File: config.mk
export PLATFORM = sky130hd
export DESIGN_NAME = conv_window_im2col_address_gen_unit
export DESIGN_NICKNAME = d
export VERILOG_FILES = /design/src/rtl/core/cwag_pkg.sv /design/src/rtl/core/conv_window_im2col_address_gen_unit.sv /design/src/rtl/core/cwag_front.sv /design/src/rtl/core/cwag_queue.sv /design/src/rtl/core/cwag_back.sv
export SDC_FILE = /design/constraint.sdc
export NUM_CORES = 1
export LEC_CHECK = 0
export BUFFER_PORTS_ARGS = -buffer_cell sky130_fd_sc_hd__clkbuf_2
export CORE_MARGIN = 4
export CORE_UTILIZATION = 55
export DETAILED_ROUTE_END_ITERATION = 8
export PLACE_DENSITY = 0.72
export SYNTH_ARGS = -nofsm -noshare
export SYNTH_HDL_FRONTEND = slang
export SYNTH_SLANG_ARGS = --single-unit
File: constraint.sdc
create_clock -name clk -period 19.75 [get_ports clk]
set_clock_uncertainty 0.1 [all_clocks]
set_input_delay 3.95 -clock clk [delete_from_list [all_inputs] [get_ports clk]]
set_output_delay 3.95 -clock clk [all_outputs]
set_load 0.01 [all_outputs]
File: src/rtl/core/cwag_pkg.sv
package cwag_pkg;

  localparam int MAX_KERNEL_SIDE_DEF = 8;
  localparam int MAX_MAP_SIDE_DEF    = 4096;
  localparam int QUEUE_DEPTH         = 2;

  typedef enum logic [2:0] {
    REG_IN_WIDTH      = 3'd0,
    REG_IN_HEIGHT     = 3'd1,
    REG_KERNEL_WIDTH  = 3'd2,
    REG_KERNEL_HEIGHT = 3'd3,
    REG_STRIDE_HORIZ  = 3'd4,
    REG_STRIDE_VERT   = 3'd5,
    REG_PAD_TOP       = 3'd6,
    REG_PAD_LEFT      = 3'd7
  } reg_idx_t;

  typedef struct packed {
    logic [12:0] in_width;
    logic [12:0] in_height;
    logic [3:0]  kernel_width;
    logic [3:0]  kernel_height;
    logic [3:0]  stride_horiz;
    logic [3:0]  stride_vert;
    logic [2:0]  pad_top;
    logic [2:0]  pad_left;
  } cfg_t;

  typedef struct packed {
    logic [11:0] out_col;
    logic [11:0] out_row;
  } in_item_t;

  typedef struct packed {
    logic [23:0] source_pixel;
    logic        zero_fill;
    logic [6:0]  dest_position;
    logic        tap_last;
    logic        pair_ready;
  } out_item_t;

  // window origin of one output pixel, may sit in the padding (negative)
  typedef struct packed {
    logic signed [16:0] y0;
    logic signed [16:0] x0;
    logic               slot;
  } job_t;

  typedef struct packed {
    logic full;
    logic not_empty;
  } q_status_t;

endpackage

File: src/rtl/core/conv_window_im2col_address_gen_unit.sv
// im2col address generator. Each accepted output pixel (out_col, out_row) yields
// kernel_width*kernel_height copy beats, one per cycle, row-major over the kernel;
// the back-end tap iterator sets that rate while the two-entry job queue stays fed
// and out_stall is low, with a load step when the iterator has run dry. The first
// beat passes the window origin into the queue, the iterator load, the tap stage,
// then the pixel-index multiply into the output register. Taps outside the input
// map give zero_fill with source_pixel 0. The buffer column slot flips on every
// pixel; pair_ready marks the last beat of the second column. Config must only be
// written while idle.
module conv_window_im2col_address_gen_unit #(
  parameter int MAX_KERNEL_SIDE = cwag_pkg::MAX_KERNEL_SIDE_DEF,
  parameter int MAX_MAP_SIDE    = cwag_pkg::MAX_MAP_SIDE_DEF
) (
  input  logic                clk,
  input  logic                rst_n,
  input  logic                cfg_we,
  input  logic [2:0]          cfg_index,
  input  logic [12:0]         cfg_wdata,
  input  logic                in_valid,
  output logic                in_stall,
  input  cwag_pkg::in_item_t  in_data,
  output logic                out_valid,
  input  logic                out_stall,
  output cwag_pkg::out_item_t out_data
);
  import cwag_pkg::*;

  cfg_t      cfg_r, cfg_nxt;
  q_status_t q_stat;
  job_t      wr_job, rd_job;
  logic      push, pop;

  always_comb begin
    cfg_nxt = cfg_r;
    if (cfg_we) begin
      case (reg_idx_t'(cfg_index))
        REG_IN_WIDTH:      cfg_nxt.in_width      = cfg_wdata;
        REG_IN_HEIGHT:     cfg_nxt.in_height     = cfg_wdata;
        REG_KERNEL_WIDTH:  cfg_nxt.kernel_width  = cfg_wdata[3:0];
        REG_KERNEL_HEIGHT: cfg_nxt.kernel_height = cfg_wdata[3:0];
        REG_STRIDE_HORIZ:  cfg_nxt.stride_horiz  = cfg_wdata[3:0];
        REG_STRIDE_VERT:   cfg_nxt.stride_vert   = cfg_wdata[3:0];
        REG_PAD_TOP:       cfg_nxt.pad_top       = cfg_wdata[2:0];
        REG_PAD_LEFT:      cfg_nxt.pad_left      = cfg_wdata[2:0];
        default:           cfg_nxt = cfg_r;
      endcase
    end
  end

  always_ff @(posedge clk) begin
    if (!rst_n) begin
      cfg_r.in_width      <= 13'd1;
      cfg_r.in_height     <= 13'd1;
      cfg_r.kernel_width  <= 4'd3;
      cfg_r.kernel_height <= 4'd3;
      cfg_r.stride_horiz  <= 4'd1;
      cfg_r.stride_vert   <= 4'd1;
      cfg_r.pad_top       <= 3'd0;
      cfg_r.pad_left      <= 3'd0;
    end else begin
      cfg_r <= cfg_nxt;
    end
  end

  cwag_front u_front (
    .clk      (clk),
    .rst_n    (rst_n),
    .in_valid (in_valid),
    .in_stall (in_stall),
    .in_data  (in_data),
    .cfg      (cfg_r),
    .q_stat   (q_stat),
    .push     (push),
    .job      (wr_job)
  );

  cwag_queue u_queue (
    .clk    (clk),
    .rst_n  (rst_n),
    .push   (push),
    .wr_job (wr_job),
    .pop    (pop),
    .rd_job (rd_job),
    .q_stat (q_stat)
  );

  cwag_back #(
    .MAX_KERNEL_SIDE (MAX_KERNEL_SIDE),
    .MAX_MAP_SIDE    (MAX_MAP_SIDE)
  ) u_back (
    .clk       (clk),
    .rst_n     (rst_n),
    .cfg       (cfg_r),
    .q_stat    (q_stat),
    .rd_job    (rd_job),
    .pop       (pop),
    .out_valid (out_valid),
    .out_stall (out_stall),
    .out_data  (out_data)
  );

endmodule

File: src/rtl/core/cwag_front.sv
module cwag_front (
  input  logic              clk,
  input  logic              rst_n,
  input  logic              in_valid,
  output logic              in_stall,
  input  cwag_pkg::in_item_t in_data,
  input  cwag_pkg::cfg_t    cfg,
  input  cwag_pkg::q_status_t q_stat,
  output logic              push,
  output cwag_pkg::job_t    job
);
  import cwag_pkg::*;

  logic        slot_r, slot_nxt;
  logic [15:0] yp, xp;

  assign in_stall = q_stat.full;
  assign push     = in_valid && !q_stat.full;

  assign yp = 16'({4'd0, in_data.out_row} * {12'd0, cfg.stride_vert});
  assign xp = 16'({4'd0, in_data.out_col} * {12'd0, cfg.stride_horiz});

  always_comb begin
    job.y0   = $signed({1'b0, yp}) - $signed({14'd0, cfg.pad_top});
    job.x0   = $signed({1'b0, xp}) - $signed({14'd0, cfg.pad_left});
    job.slot = slot_r;
    slot_nxt = push ? ~slot_r : slot_r;
  end

  always_ff @(posedge clk) begin
    if (!rst_n) begin
      slot_r <= 1'b0;
    end else begin
      slot_r <= slot_nxt;
    end
  end

endmodule

File: src/rtl/core/cwag_queue.sv
module cwag_queue (
  input  logic                clk,
  input  logic                rst_n,
  input  logic                push,
  input  cwag_pkg::job_t      wr_job,
  input  logic                pop,
  output cwag_pkg::job_t      rd_job,
  output cwag_pkg::q_status_t q_stat
);
  import cwag_pkg::*;

  localparam int IdxW = (QUEUE_DEPTH > 1) ? $clog2(QUEUE_DEPTH) : 1;
  localparam int CntW = $clog2(QUEUE_DEPTH + 1);
  localparam logic [CntW-1:0] Depth = CntW'(QUEUE_DEPTH);
  localparam logic [IdxW-1:0] LastIdx = IdxW'(QUEUE_DEPTH - 1);

  job_t            mem [QUEUE_DEPTH];
  logic [IdxW-1:0] wr_ptr_r, wr_ptr_nxt, rd_ptr_r, rd_ptr_nxt;
  logic [CntW-1:0] cnt_r, cnt_nxt;

  assign q_stat.full      = (cnt_r == Depth);
  assign q_stat.not_empty = (cnt_r != '0);
  assign rd_job           = mem[rd_ptr_r];

  always_comb begin
    wr_ptr_nxt = wr_ptr_r;
    rd_ptr_nxt = rd_ptr_r;
    cnt_nxt    = cnt_r;
    if (push) begin
      wr_ptr_nxt = (wr_ptr_r == LastIdx) ? '0 : wr_ptr_r + 1'b1;
    end
    if (pop) begin
      rd_ptr_nxt = (rd_ptr_r == LastIdx) ? '0 : rd_ptr_r + 1'b1;
    end
    if (push && !pop) begin
      cnt_nxt = cnt_r + 1'b1;
    end else if (pop && !push) begin
      cnt_nxt = cnt_r - 1'b1;
    end
  end

  always_ff @(posedge clk) begin
    if (push) begin
      mem[wr_ptr_r] <= wr_job;
    end
  end

  always_ff @(posedge clk) begin
    if (!rst_n) begin
      wr_ptr_r <= '0;
      rd_ptr_r <= '0;
      cnt_r    <= '0;
    end else begin
      wr_ptr_r <= wr_ptr_nxt;
      rd_ptr_r <= rd_ptr_nxt;
      cnt_r    <= cnt_nxt;
    end
  end

endmodule

File: src/rtl/core/cwag_back.sv
module cwag_back #(
  parameter int MAX_KERNEL_SIDE = cwag_pkg::MAX_KERNEL_SIDE_DEF,
  parameter int MAX_MAP_SIDE    = cwag_pkg::MAX_MAP_SIDE_DEF
) (
  input  logic                clk,
  input  logic                rst_n,
  input  cwag_pkg::cfg_t      cfg,
  input  cwag_pkg::q_status_t q_stat,
  input  cwag_pkg::job_t      rd_job,
  output logic                pop,
  output logic                out_valid,
  input  logic                out_stall,
  output cwag_pkg::out_item_t out_data
);
  import cwag_pkg::*;

  localparam logic [4:0]  KMax = 5'(MAX_KERNEL_SIDE);
  localparam logic [16:0] MMax = 17'(MAX_MAP_SIDE);

  function automatic logic [3:0] sat_k(input logic [3:0] v);
    logic [3:0] r;
    if (v == 4'd0) begin
      r = 4'd1;
    end else if ({1'b0, v} > KMax) begin
      r = KMax[3:0];
    end else begin
      r = v;
    end
    return r;
  endfunction

  logic [3:0]  kw, kh;
  logic [6:0]  taps;
  logic [12:0] w_sat, h_sat;

  // iterator over the taps of the current pixel
  logic               cur_valid_r, cur_valid_nxt;
  logic signed [16:0] iy_r, iy_nxt, ix_r, ix_nxt, x0_r, x0_nxt;
  logic [3:0]         kx_r, kx_nxt, ky_r, ky_nxt;
  logic [5:0]         t_r, t_nxt;
  logic               slot_r, slot_nxt;

  // tap stage, then output register (multiply sits between them)
  logic        s1_valid_r, s1_valid_nxt;
  logic [12:0] s1_iy_r, s1_ix_r;
  logic        s1_pad_r, s1_last_r, s1_pair_r;
  logic [6:0]  s1_dest_r;
  logic        out_valid_r, out_valid_nxt;
  out_item_t   out_r;

  logic        adv, s1_take, emit, row_end, last_now, pad_now;
  logic [6:0]  dest_now;
  logic [25:0] prod, src_sum;

  always_comb begin
    kw    = sat_k(cfg.kernel_width);
    kh    = sat_k(cfg.kernel_height);
    taps  = 7'({3'd0, kw} * {3'd0, kh});
    w_sat = ({4'd0, cfg.in_width} > MMax) ? MMax[12:0] : cfg.in_width;
    h_sat = ({4'd0, cfg.in_height} > MMax) ? MMax[12:0] : cfg.in_height;
  end

  assign adv      = !out_valid_r || !out_stall;
  assign s1_take  = !s1_valid_r || adv;
  assign emit     = cur_valid_r && s1_take;
  assign row_end  = (kx_r == kw - 4'd1);
  assign last_now = row_end && (ky_r == kh - 4'd1);
  assign pop      = q_stat.not_empty && (!cur_valid_r || (emit && last_now));

  assign pad_now = iy_r[16] || (iy_r >= $signed({4'd0, h_sat})) ||
                   ix_r[16] || (ix_r >= $signed({4'd0, w_sat}));
  assign dest_now = {1'b0, t_r} + (slot_r ? taps : 7'd0);

  always_comb begin
    cur_valid_nxt = cur_valid_r;
    iy_nxt   = iy_r;
    ix_nxt   = ix_r;
    x0_nxt   = x0_r;
    kx_nxt   = kx_r;
    ky_nxt   = ky_r;
    t_nxt    = t_r;
    slot_nxt = slot_r;
    if (emit) begin
      t_nxt = t_r + 6'd1;
      if (row_end) begin
        kx_nxt = 4'd0;
        ky_nxt = ky_r + 4'd1;
        ix_nxt = x0_r;
        iy_nxt = iy_r + 17'sd1;
      end else begin
        kx_nxt = kx_r + 4'd1;
        ix_nxt = ix_r + 17'sd1;
      end
      if (last_now) begin
        cur_valid_nxt = 1'b0;
      end
    end
    if (pop) begin
      cur_valid_nxt = 1'b1;
      iy_nxt   = rd_job.y0;
      ix_nxt   = rd_job.x0;
      x0_nxt   = rd_job.x0;
      kx_nxt   = 4'd0;
      ky_nxt   = 4'd0;
      t_nxt    = 6'd0;
      slot_nxt = rd_job.slot;
    end
  end

  always_comb begin
    s1_valid_nxt  = s1_take ? emit : s1_valid_r;
    out_valid_nxt = adv ? s1_valid_r : out_valid_r;
    prod          = 26'({13'd0, s1_iy_r} * {13'd0, w_sat});
    src_sum       = prod + {13'd0, s1_ix_r};
  end

  always_ff @(posedge clk) begin
    if (!rst_n) begin
      cur_valid_r <= 1'b0;
      s1_valid_r  <= 1'b0;
      out_valid_r <= 1'b0;
    end else begin
      cur_valid_r <= cur_valid_nxt;
      s1_valid_r  <= s1_valid_nxt;
      out_valid_r <= out_valid_nxt;
    end
  end

  always_ff @(posedge clk) begin
    iy_r   <= iy_nxt;
    ix_r   <= ix_nxt;
    x0_r   <= x0_nxt;
    kx_r   <= kx_nxt;
    ky_r   <= ky_nxt;
    t_r    <= t_nxt;
    slot_r <= slot_nxt;
    if (emit) begin
      s1_iy_r   <= iy_r[12:0];
      s1_ix_r   <= ix_r[12:0];
      s1_pad_r  <= pad_now;
      s1_dest_r <= dest_now;
      s1_last_r <= last_now;
      s1_pair_r <= last_now && slot_r;
    end
    if (adv && s1_valid_r) begin
      out_r.source_pixel  <= s1_pad_r ? 24'd0 : src_sum[23:0];
      out_r.zero_fill     <= s1_pad_r;
      out_r.dest_position <= s1_dest_r;
      out_r.tap_last      <= s1_last_r;
      out_r.pair_ready    <= s1_pair_r;
    end
  end

  assign out_valid = out_valid_r;
  assign out_data  = out_r;

endmodule

After elaboration in Yosys (flattened, before gate mapping)
Memory sizes are Yosys's and may differ from the RTL's. A register that Yosys moved wholly into a read port is not among the register bits.
Index checks and enable logic that the tools add are counted.
Widths: inputs -> output; s select.

cells by class
  $add $sub $neg = 15
  multiply operators = 4
  order comparisons = 6
  equal/unequal tests = 10
  muxes and demuxes = 25
  bitwise gates (word level) = 1
  reduce and logical (&&, ||, !) cells = 41

operators by type and width
  kind                   number
  $mux 17                6
  $add 17x2->17 const B  2
  $ge 17x14->1           2
  $sub 16x3->17          2
  $mul 12x4->16          2
  $gt 13x13->1 const B   2
  $mux 13                2
  $add 24x13->24         1
  $mul 13x13->24         1
  $reduce_and 2->1       11
  $mux 4                 5
  $eq 3x3->1 const B     4
  $reduce_bool 2->1      5
  $logic_and 1x1->1      9
  $mux 1                 9
  $add 4x1->4 const B    2
  $eq 4x4->1             2
  $gt 4x4->1 const B     2
  $logic_not 4->1        2
  $sub 4x1->4 const B    2
  $add 6x7->7            1
  $logic_not 1->1        7
  $mul 4x4->7            1
  $mux 7                 1
  other kinds (11)       19

storage, ports and cells
  register bits = 192
  bits in writable memories = 70
  bits of input ports = 45
  output and inout bits = 36
  word-level logic and storage cells = 136
  memories kept = 1

memory list
  name         words  width  read ports  clocked after Yosys merged registers in  wr ports  RTL line          source
  u_queue.mem  2      35     1           1                                        1         cwag_queue.sv:17  job_t mem [QUEUE_DEPTH];

Longest topological paths before layout
  word-level depth = 12
  gate-level depth with buffers = 24

Cells and area by module
From an unflattened synthesis, not the netlist that was laid out.

second synthesis, totals
  cells, all modules = 2152
  area total of the unflattened synthesis = 21600.7 µm²

modules (own cells, without submodules)
  module                               times used  cells each  area an instance (µm²)
  cwag_back                            1           1313        13086.3
  cwag_front                           1           525         3867.5
  cwag_queue                           1           131         2756.4
  conv_window_im2col_address_gen_unit  1           183         1890.6

Least setup slack after synthesis
OpenSTA, ideal clock, no wires.

  path type = in2reg
  from = input port in_data[17] (netlist name)
  to = memory u_queue.mem[0][16] (netlist name) (data pin)
  setup time = 262 ps
  arrival time = 6954 ps
  slack = 12433 ps
  stages on the path = 13
  cells stage by stage = nand2_1 > ha_1 > inv_1 > fa_1 > fa_1 > ha_1 > a211oi_1 > o21ai_0 > a311oi_1 > o21ai_0 > a31o_2 > a21oi_1 > xnor2_1

RTL lines
  item                RTL line                                   source
  start: declaration  conv_window_im2col_address_gen_unit.sv:21  input cwag_pkg::in_item_t in_data,
  end: declaration    cwag_queue.sv:17

==> flow_summary.json <==
{
  "status": "finished clean",
  "crit_path_end_kind": "flop",
  "start_util_pct": 55.7,
  "routed_wl_microns": 40800,
  "tightest_slew_ns": 1.19,
  "clk_pin_slew_worst_paths_ns": 0.06,
  "ys_seq_area_share_pct": 34.3,
  "path_class": "in2reg",
  "cts_hold_buf": 0,
  "finalSetupViolCount": 0,
  "grtUsageTotal_pct": 20.2,
  "placedCellCount": 2576,
  "max-cap-violations": 0,
  "vias": 14000,
  "first_pass_iters": 5,
  "first_iter_violations": 616,
  "dieArea_sq_um": 41200,
  "synth_edf_count": 192,
  "cp_max_fo": 4,
  "cts_root_buffer": "clkbuf_16",
  "netlist_instances": 2042,
  "grt_pass1_wl_microns": 70200,
  "yosys_warnings": 0,
  "hold_viol_final": 0,
  "core.rowCount": 71,
  "hpwl_microns": 31500,
  "synth_ff_type": "edfxtp_1",
  "drive_gt1_share_pct": 8.44,
  "finalMaxSlewViolations": 0,
  "total_power_w": 0.00242,
  "ctsHtreeMaxLevel": 1,
  "clk_path_buf_depth": 3,
  "design_area_sq_um": 22800,
  "core_sq_um": 37600,
  "worstPathArrival_ns": 7.63,
  "cts_resized": 0,
  "hp-class": "reg2reg",
  "die_w_microns": 203,
  "fin_crit_ns": 7.44,
  "post-route-drc-count": 0,
  "synth-seq-cells": 263,
  "diodes": 0,
  "cts_tree": "built",
  "portBuffers": 80,
  "ant_nets": 0,
  "cts_buffers": 30,
  "p_per_area_nw_per_um2": 106,
  "wl_per_cell_microns": 15.5,
  "syn_area_sq_um": 20900,
  "synth-async-reset-ratio_pct": 0,
  "grt_pass1_vias": 14600,
  "place_area_sq_um": 21800,
  "antenna_found_initial": 2,
  "avgSynthCellArea_sq_um": 10.3,
  "p_leak_nw": 9.96,
  "grt_setup_unrepaired": "no",
  "cp.required_ns": 19.95,
  "postCtsSetupBuffers": 0,
  "gp_congestion": 0.883,
  "ys_types": 60,
  "relSlewSlack_pct": 20.6,
  "peakVddDrop_v": 0.0000708,
  "avgViaCountPerCell": 5.32,
  "insertion_delay_ns": 0.56,
  "synth_fp_nets": 2464,
  "area_delta_synth_final_pct": 8.82,
  "post-route-period-util_pct": 37.7,
  "final_cells": 2631,
  "startpoint_type": "input pin",
  "fin_setup_tns_ns": 0,
  "clock-sinks": 263,
  "nNetsFinal": 2519,
  "grt_remaining_overflow": 0,
  "grt_start_max_net_pins": 82,
  "max_freq_mhz": 134,
  "ios": 81,
  "die_y_microns": 203
}
cell families after synthesis:
kind of cell | synth area share [%]
multiplexers | 3.27
XOR/XNOR | 4.27
flip-flops | 34.3
buffers and inverters | 6.13
AND/OR/NAND/NOR | 15.5
adder cells (fa/ha/maj) | 28.9
AO/OA/AOI/OAI | 7.57
stage by stage:
step                      utilization (%)  setup slack, ns  hold slack, ns
after floorplan                         -            12.43           0.300
after global placement               58.0            12.06           0.305
after detailed placement             58.0            11.86           0.305
after CTS                            60.6            12.39           0.319
after global routing                 60.6            12.05           0.330
final                                60.6            12.31           0.317
synthesized netlist by cell type (3+ instances only):
cell | number | area share (%)
and3_1 | 12 | 0.36
buf_4 | 3 | 0.11
nand4_1 | 16 | 0.48
nor2b_1 | 53 | 1.6
ha_1 | 199 | 12
nand4b_1 | 3 | 0.13
nor4_1 | 3 | 0.090
a21boi_0 | 31 | 1.1
nand2_1 | 270 | 4.8
and2_1 | 147 | 4.4
o21a_1 | 13 | 0.47
a221oi_1 | 3 | 0.13
dfxtp_1 | 71 | 6.8
buf_6 | 4 | 0.22
a31oi_1 | 4 | 0.12
nor3_1 | 20 | 0.48
and4_1 | 4 | 0.17
nand2b_1 | 6 | 0.18
clkbuf_1 | 62 | 1.1
fa_1 | 178 | 17
mux2_2 | 19 | 1.0
inv_1 | 256 | 4.6
a21oi_2 | 5 | 0.21
a21o_1 | 26 | 0.93
edfxtp_1 | 192 | 28
mux2i_1 | 47 | 2.2
a21oi_1 | 58 | 1.4
or3_1 | 5 | 0.15
xnor2_1 | 61 | 2.6
nand3_1 | 27 | 0.65
nor3b_1 | 3 | 0.11
buf_2 | 3 | 0.072
nor2_1 | 88 | 1.6
o21ai_0 | 39 | 0.93
o21bai_1 | 9 | 0.32
xor2_1 | 41 | 1.7
a211oi_1 | 25 | 0.90
o211ai_1 | 6 | 0.22
registers in the layout, summed over array words and instances (netlist names), named ones only:
register	flops
u_queue.mem	70
u_back.ky_r	4
u_back.out_data	34
u_back.iy_r	17
u_back.s1_iy_r	13
u_front.slot_r	1
u_back.slot_r	1
u_back.out_valid	1
cfg_r	48
u_back.s1_pad_r	1
u_back.s1_dest_r	7
u_queue.wr_ptr_r	1
u_back.x0_r	17
u_back.ix_r	17
u_queue.rd_ptr_r	1
u_back.s1_last_r	1
u_back.s1_pair_r	1
u_back.s1_ix_r	13
u_back.s1_valid_r	1
u_back.kx_r	4
u_queue.cnt_r	2
u_back.t_r	6
u_back.cur_valid_r	1
cells in the final DEF (no fill, tap or decap), drive strengths merged, types with 9 or more instances in the layout:
master,instances
mux2,19
a21boi,31
dfxtp,71
clkinv,12
nor3,20
edfxtp,192
a211oi,25
nand3,27
a21o,26
and3,12
xor2,41
buf,15
o21a,13
mux2i,47
inv,260
xnor2,61
nand4,16
fa,178
and2,147
o21ai,42
ha,199
a21oi,63
nor2b,55
nor2,88
o21bai,9
nand2,270
clkbuf,116
where the power goes:
part	switching, W	leakage [nW]	total [W]	internal [W]
clock	0.000221	0.481	0.000550	0.000328
combinational	0.000542	7.10	0.000929	0.000387
sequential	0.000132	2.38	0.000942	0.000810
total	0.000896	9.96	0.00242	0.00152
layout make-up:
type | count | area [sq um]
clock buffer | 36 | 805
clock inverter | 19 | 180
fill | 3126 | 14800
inverter | 258 | 968
multi-input combinational | 1449 | 12500
sequential | 263 | 7190
tap | 511 | 639
timing repair buffer | 95 | 513
critical path: stages:
cell and delay, ns:
clkbuf_2 0.11, nand2_1 0.06, ha_1 0.34, fa_1 0.46, fa_1 0.49, inv_1 0.04, ha_1 0.30, a21o_1 0.19
a21oi_1 0.24, nor2b_1 0.10, o41ai_1 0.66, o21bai_1 0.22, o311ai_0 0.48
final timing paths:
| path | from | to | slack, ns | cells after the start |
|---|---|---|---|---|
| setup / recovery | in_data[1] | u_queue.mem[0][33] | 12.31 | 13 |
| hold / removal | u_back.s1_dest_r[1] | u_back.out_data[3] | 0.32 | 0 |
| setup reg to reg | cfg_r[47] | u_back.out_data[32] | 12.64 | 19 |
| hold reg to reg | u_back.s1_dest_r[1] | u_back.out_data[3] | 0.32 | 0 |
layer usage:
metal | wire [microns] | track usage (%) | vias to the layer above
li1 | - | - | 6860
met1 | 18500 | 27.3 | 6785
met2 | 19400 | 34.9 | 272
met3 | 1870 | 2.78 | 69
met4 | 898 | 4.79 | 4
met5 | 27 | 0 | -
(Power assumes the default switching activity.)
